===== config.mk =====
export PLATFORM = sky130hd
export DESIGN_NAME = fifo_queue_with_search
export DESIGN_NICKNAME = d
export VERILOG_FILES = /design/src/rtl/core/fqs_pkg.sv /design/src/rtl/core/fqs_ram.sv /design/src/rtl/core/fifo_queue_with_search.sv
export SDC_FILE = /design/constraint.sdc
export NUM_CORES = 1
export LEC_CHECK = 0
export BUFFER_PORTS_ARGS = -buffer_cell sky130_fd_sc_hd__buf_4
export CORE_ASPECT_RATIO = 1.5
export CORE_MARGIN = 2
export CORE_UTILIZATION = 40
export DETAILED_ROUTE_END_ITERATION = 6
export GPL_TIMING_DRIVEN = 0
export MAX_ROUTING_LAYER = met4
export SYNTH_ARGS = -nofsm -noshare
export SYNTH_HDL_FRONTEND = slang
export SYNTH_SLANG_ARGS = --single-unit

===== constraint.sdc =====
create_clock -name aclk -period 7.13 [get_ports aclk]
set_input_delay 0.713 -clock aclk [delete_from_list [all_inputs] [get_ports aclk]]
set_output_delay 0.713 -clock aclk [all_outputs]
set_load 0.02 [all_outputs]

===== src/rtl/core/fqs_pkg.sv =====
`timescale 1ns / 1ps

package fqs_pkg;

    localparam int DEPTH  = 8;
    localparam int ADDR_W = $clog2(DEPTH);
    localparam int CNT_W  = $clog2(DEPTH + 1);
    localparam int DATA_W = 32;

    localparam logic [1:0] OP_ENQUEUE = 2'd0;
    localparam logic [1:0] OP_DEQUEUE = 2'd1;
    localparam logic [1:0] OP_SEARCH  = 2'd2;

    localparam logic [1:0] STATUS_OK      = 2'd0;
    localparam logic [1:0] STATUS_FULL    = 2'd1;
    localparam logic [1:0] STATUS_EMPTY   = 2'd2;
    localparam logic [1:0] STATUS_MISSING = 2'd3;

    typedef logic [ADDR_W-1:0] slot_t;
    typedef logic [CNT_W-1:0]  count_t;

    function automatic slot_t next_slot(input slot_t slot);
        slot_t result;
        if (slot == slot_t'(DEPTH - 1)) begin
            result = '0;
        end else begin
            result = slot + slot_t'(1);
        end
        return result;
    endfunction

endpackage


===== src/rtl/core/fqs_ram.sv =====
`timescale 1ns / 1ps

module fqs_ram #(
    parameter int WIDTH = 32,
    parameter int DEPTH = 8
) (
    input  logic                     clk,
    input  logic                     we,
    input  logic [$clog2(DEPTH)-1:0] waddr,
    input  logic [WIDTH-1:0]         wdata,
    input  logic [$clog2(DEPTH)-1:0] raddr,
    output logic [WIDTH-1:0]         rdata
);

    logic [WIDTH-1:0] mem [DEPTH];

    always_ff @(posedge clk) begin
        if (we) begin
            mem[waddr] <= wdata;
        end
        rdata <= mem[raddr];
    end

endmodule


===== src/rtl/core/fifo_queue_with_search.sv =====
`timescale 1ns / 1ps
// Each accepted beat yields one result beat: enqueue and any rejected operation go
// straight to the result state, a dequeue reads the head entry in S_READ first, and a
// search scans held entries from the head in S_SEARCH until one matches or none is left.
// Throughput: one beat at a time; the next beat is taken once the result is registered.
// The search loop reads one entry per cycle through the single RAM read port.
// Reset (aresetn low, synchronous) empties the queue; stored entries are left undefined.

module fifo_queue_with_search
    import fqs_pkg::*;
(
    input  logic        aclk,
    input  logic        aresetn,
    input  logic        s_tvalid,
    output logic        s_tready,
    input  logic [31:0] s_tdata,   // value[31:0]
    input  logic [1:0]  s_tuser,   // opcode[1:0]
    output logic        m_tvalid,
    input  logic        m_tready,
    output logic [39:0] m_tdata,   // data[31:0], position[34:32], occupancy[38:35], zero
    output logic [1:0]  m_tuser    // status[1:0]
);

    typedef enum logic [1:0] {
        S_IDLE,
        S_READ,
        S_SEARCH,
        S_RESULT
    } state_t;

    state_t             state_reg, state_next;
    slot_t              head_reg, head_next;
    slot_t              tail_reg, tail_next;
    count_t             count_reg, count_next;
    slot_t              scan_reg, scan_next;
    slot_t              offset_reg, offset_next;
    logic [DATA_W-1:0]  value_reg, value_next;
    logic [1:0]         res_status_reg, res_status_next;
    logic [DATA_W-1:0]  res_data_reg, res_data_next;
    slot_t              res_pos_reg, res_pos_next;
    logic               m_tvalid_reg, m_tvalid_next;
    logic [39:0]        m_tdata_reg, m_tdata_next;
    logic [1:0]         m_tuser_reg, m_tuser_next;

    logic               ram_we;
    slot_t              ram_raddr;
    logic [DATA_W-1:0]  ram_rdata;
    logic               accept;
    logic               is_full;
    logic               is_empty;
    logic               match;
    logic               last_offset;
    logic [ADDR_W+2:0]  pos_ext;
    logic [CNT_W+3:0]   occ_ext;

    fqs_ram #(
        .WIDTH (DATA_W),
        .DEPTH (DEPTH)
    ) u_ram (
        .clk   (aclk),
        .we    (ram_we),
        .waddr (tail_reg),
        .wdata (s_tdata),
        .raddr (ram_raddr),
        .rdata (ram_rdata)
    );

    assign s_tready    = (state_reg == S_IDLE);
    assign accept      = s_tvalid && s_tready;
    assign is_full     = (count_reg == count_t'(DEPTH));
    assign is_empty    = (count_reg == '0);
    assign match       = (ram_rdata == value_reg);
    assign last_offset = ((count_t'(offset_reg) + count_t'(1)) == count_reg);
    assign ram_raddr   = (state_reg == S_IDLE) ? head_reg : scan_reg;
    assign ram_we      = accept && (s_tuser == OP_ENQUEUE) && !is_full;
    assign pos_ext     = {3'b000, res_pos_reg};
    assign occ_ext     = {4'b0000, count_reg};

    assign m_tvalid = m_tvalid_reg;
    assign m_tdata  = m_tdata_reg;
    assign m_tuser  = m_tuser_reg;

    always_comb begin
        state_next      = state_reg;
        head_next       = head_reg;
        tail_next       = tail_reg;
        count_next      = count_reg;
        scan_next       = scan_reg;
        offset_next     = offset_reg;
        value_next      = value_reg;
        res_status_next = res_status_reg;
        res_data_next   = res_data_reg;
        res_pos_next    = res_pos_reg;
        m_tvalid_next   = m_tvalid_reg && !m_tready;
        m_tdata_next    = m_tdata_reg;
        m_tuser_next    = m_tuser_reg;

        unique case (state_reg)
            S_IDLE: begin
                if (accept) begin
                    value_next      = s_tdata;
                    res_status_next = STATUS_OK;
                    res_data_next   = '0;
                    res_pos_next    = '0;
                    state_next      = S_RESULT;
                    unique case (s_tuser)
                        OP_ENQUEUE: begin
                            if (is_full) begin
                                res_status_next = STATUS_FULL;
                            end else begin
                                tail_next  = next_slot(tail_reg);
                                count_next = count_reg + count_t'(1);
                            end
                        end
                        OP_DEQUEUE: begin
                            if (is_empty) begin
                                res_status_next = STATUS_EMPTY;
                            end else begin
                                state_next = S_READ;
                            end
                        end
                        OP_SEARCH: begin
                            if (is_empty) begin
                                res_status_next = STATUS_EMPTY;
                            end else begin
                                scan_next   = next_slot(head_reg);
                                offset_next = '0;
                                state_next  = S_SEARCH;
                            end
                        end
                        default: begin
                        end
                    endcase
                end
            end
            S_READ: begin
                res_data_next = ram_rdata;
                head_next     = next_slot(head_reg);
                count_next    = count_reg - count_t'(1);
                state_next    = S_RESULT;
            end
            S_SEARCH: begin
                if (match) begin
                    res_pos_next = offset_reg;
                    state_next   = S_RESULT;
                end else if (last_offset) begin
                    res_status_next = STATUS_MISSING;
                    state_next      = S_RESULT;
                end else begin
                    offset_next = offset_reg + slot_t'(1);
                    scan_next   = next_slot(scan_reg);
                end
            end
            S_RESULT: begin
                if (!m_tvalid_reg || m_tready) begin
                    m_tvalid_next = 1'b1;
                    m_tdata_next  = {1'b0, occ_ext[3:0], pos_ext[2:0], res_data_reg};
                    m_tuser_next  = res_status_reg;
                    state_next    = S_IDLE;
                end
            end
            default: begin
                state_next = S_IDLE;
            end
        endcase
    end

    always_ff @(posedge aclk) begin
        if (!aresetn) begin
            state_reg    <= S_IDLE;
            head_reg     <= '0;
            tail_reg     <= '0;
            count_reg    <= '0;
            m_tvalid_reg <= 1'b0;
        end else begin
            state_reg    <= state_next;
            head_reg     <= head_next;
            tail_reg     <= tail_next;
            count_reg    <= count_next;
            m_tvalid_reg <= m_tvalid_next;
        end
        scan_reg       <= scan_next;
        offset_reg     <= offset_next;
        value_reg      <= value_next;
        res_status_reg <= res_status_next;
        res_data_reg   <= res_data_next;
        res_pos_reg    <= res_pos_next;
        m_tdata_reg    <= m_tdata_next;
        m_tuser_reg    <= m_tuser_next;
    end

endmodule

==> results.ini <==
[power_and_ir_drop]
switching_share_pct=27.6
power.share.clock_pct=28.6
combPwrFrac_pct=24.9
p_sw_uw=1900
leakagePower_uw=0.00632
p_per_area_nw_per_um2=374
ir_worst_vdd_v=0.000172
p_seq_share_pct=46.5
power_uw=6870
p_int_uw=4970

[synth]
syn_area_per_cell_um2=20.7
synthCells=752
async_reset_ff_share_pct=0
synth_cell_types=41
syn_area_um2=15500
ys_seq_area_share_pct=77.7
ys.flop_type=edfxtp_1
synth_edf_count=372
yosysWarnings=0
synth_seq_cells=417
syn_nets=808

[grt]
grt_pass1_wl_mm=47.6
grt_max_degree=25
grt_remaining_overflow=0
grtUsageTotal_pct=16.8
antenna_found_initial=1
grt_pass1_vias=7503

[floorplanning]
die_x_um=165
core.rowCount=88
fp.dieArea_um2=40500
die_y_um=245
start_util_pct=40.4
io_pins=82
coreArea_um2=38400

[drt]
firstDrtPassIters=4
vias=7238
wl_mm=32.2
drc=0
vias_per_cell=5.08
drtIter0Drc=536
ant_nets=0
wl_per_cell_um=22.6

[clocking]
ctsHoldBuffers=0
cts.repair.resized=0
root_buffer=clkbuf_16
insertion_delay_ps=540
tritoncts=built
cts_made_buffers=39
cts_buffer_depth=3
clkSinkCount=417
cts_max_level=2
clk_transition_reported_paths_ps=60
post_cts_buffers=0

[critical_path]
required_ps=7360
arrival_ps=3860
critical_path_class=flop to flop
crit_fanout=10
cp-end-kind=flop
crit_path_start_kind=flop

[status]
status=finished clean

[sta]
max_freq_mhz=276
fin_crit_sh_pct=50.9
fin_crit_ps=3630
setup_ws_ps=3500
hold_viol_final=0
finalClockSkew_ps=18.3
max_slew_margin_pct=41.3
drv_slew=0
fin_hold_ws_ps=414
setup_violations=0
rsz0062_at_grt=false
worst_pin_slew_ps=873

[cells_and_area]
stdcell_count=1424
largest_reg_flops=256
layout.cells.most_common_list=372 x edfxtp_1, 88 x buf_4, 64 x mux4_2
area_growth_pct=18.2
seqCellArea_um2=12100
multi_input_area_um2=3340
final_nets=957
drive_gt1_share_pct=30.8
n_fill_cell=3162
final_common_cell=edfxtp_1

[placed_design]
dp.cells=1355
hpwl_mm=20.9
pre_cts_ws_ps=3480
place.gp.congestion=0.738
numPortBuffers=80

[job]
drv_cap=0

[worst_hold_path]
hp-class=input port to flop

power groups by stage:
| stage | sequential [µW] | combinational (µW) | clock, µW |
|---|---|---|---|
| after floorplan | 3240 | 1180 | 0 |
| after global placement | 3250 | 1690 | 0 |
| after detailed placement | 3250 | 1750 | 0 |
| after CTS | 3200 | 1760 | 2020 |
| after global routing | 3230 | 1850 | 2100 |
| final | 3200 | 1710 | 1960 |
through the flow:
stage | utilization (%) | TNS, ps | area (µm²)
after floorplan | - | 0 | 15500
final | 47.8 | 0 | 18400
after global routing | 47.8 | 0 | 18400
after global placement | 43.6 | -74070 | 16800
after detailed placement | 44.7 | 0 | 17200
after CTS | 47.8 | 0 | 18400
logic make-up after synthesis:
group	count (synthesis)	share of synthesized area (%)
XOR/XNOR	39	2.20
buffers and inverters	35	1.24
AND/OR/NAND/NOR	106	3.89
other	1	0.0241
multiplexers	102	12.0
AO/OA/AOI/OAI	34	1.47
flip-flops	417	77.7
adder cells (fa/ha/maj)	18	1.50
final timing paths:
check	startpoint	endpoint	slack, ps	cells past startpoint
setup / recovery	state_reg[0]	u_ram.mem[1][16]	3500	12
hold / removal	s_tdata[11]	u_ram.mem[2][11]	410	1
setup reg to reg	state_reg[0]	u_ram.mem[1][16]	3500	12
hold reg to reg	res_data_reg[29]	m_tdata[29]	410	0
critical path, stage by stage (launching register included):
cell	delay [ps]
dfxtp_1	350
inv_1	100
ha_1	310
clkbuf_1	400
nand3_1	130
a21o_1	220
clkbuf_1	260
inv_1	170
nand2_1	220
nor3_2	560
buf_6	240
buf_6	170
buf_6	170
cell type report:
type	instances	area share (%)
inverters	9	0.184
plain buffers	26	0.865
clock inverters	17	0.572
diodes	1	0.0136
flip-flops and latches	417	65.7
multi-input cells	300	18.2
well taps	495	3.37
clock buffers	51	5.90
repair buffers	108	5.23
per-layer routing:
| layer | up-vias | GRT usage (%) | share of wire, % |
|---|---|---|---|
| met3 | 45 | 2.88 | 3.7 |
| met1 | 3769 | 20.7 | 42 |
| li1 | 3268 | - | - |
| met5 | - | - | 0 |
| met2 | 156 | 28.3 | 52 |
| met4 | 0 | 5.19 | 2.3 |
Yosys cell counts (all sizes together), types with 5 or more instances:
master,number,share of area (%)
dfxtp,45,5.8
ha,17,1.4
buf,15,0.76
o21ai,7,0.23
inv,9,0.22
mux2i,5,0.35
a21oi,7,0.23
mux2,33,2.4
edfxtp,372,72
nand2,15,0.36
mux4,64,9.3
nand2b,7,0.28
o211ai,5,0.24
xor2,35,2.0
nor3,8,0.26
nor2b,8,0.32
clkbuf,11,0.27
and2,40,1.6
nor4,10,0.40
nor2,5,0.12
Note: power is estimated with default switching activity, not from simulation.
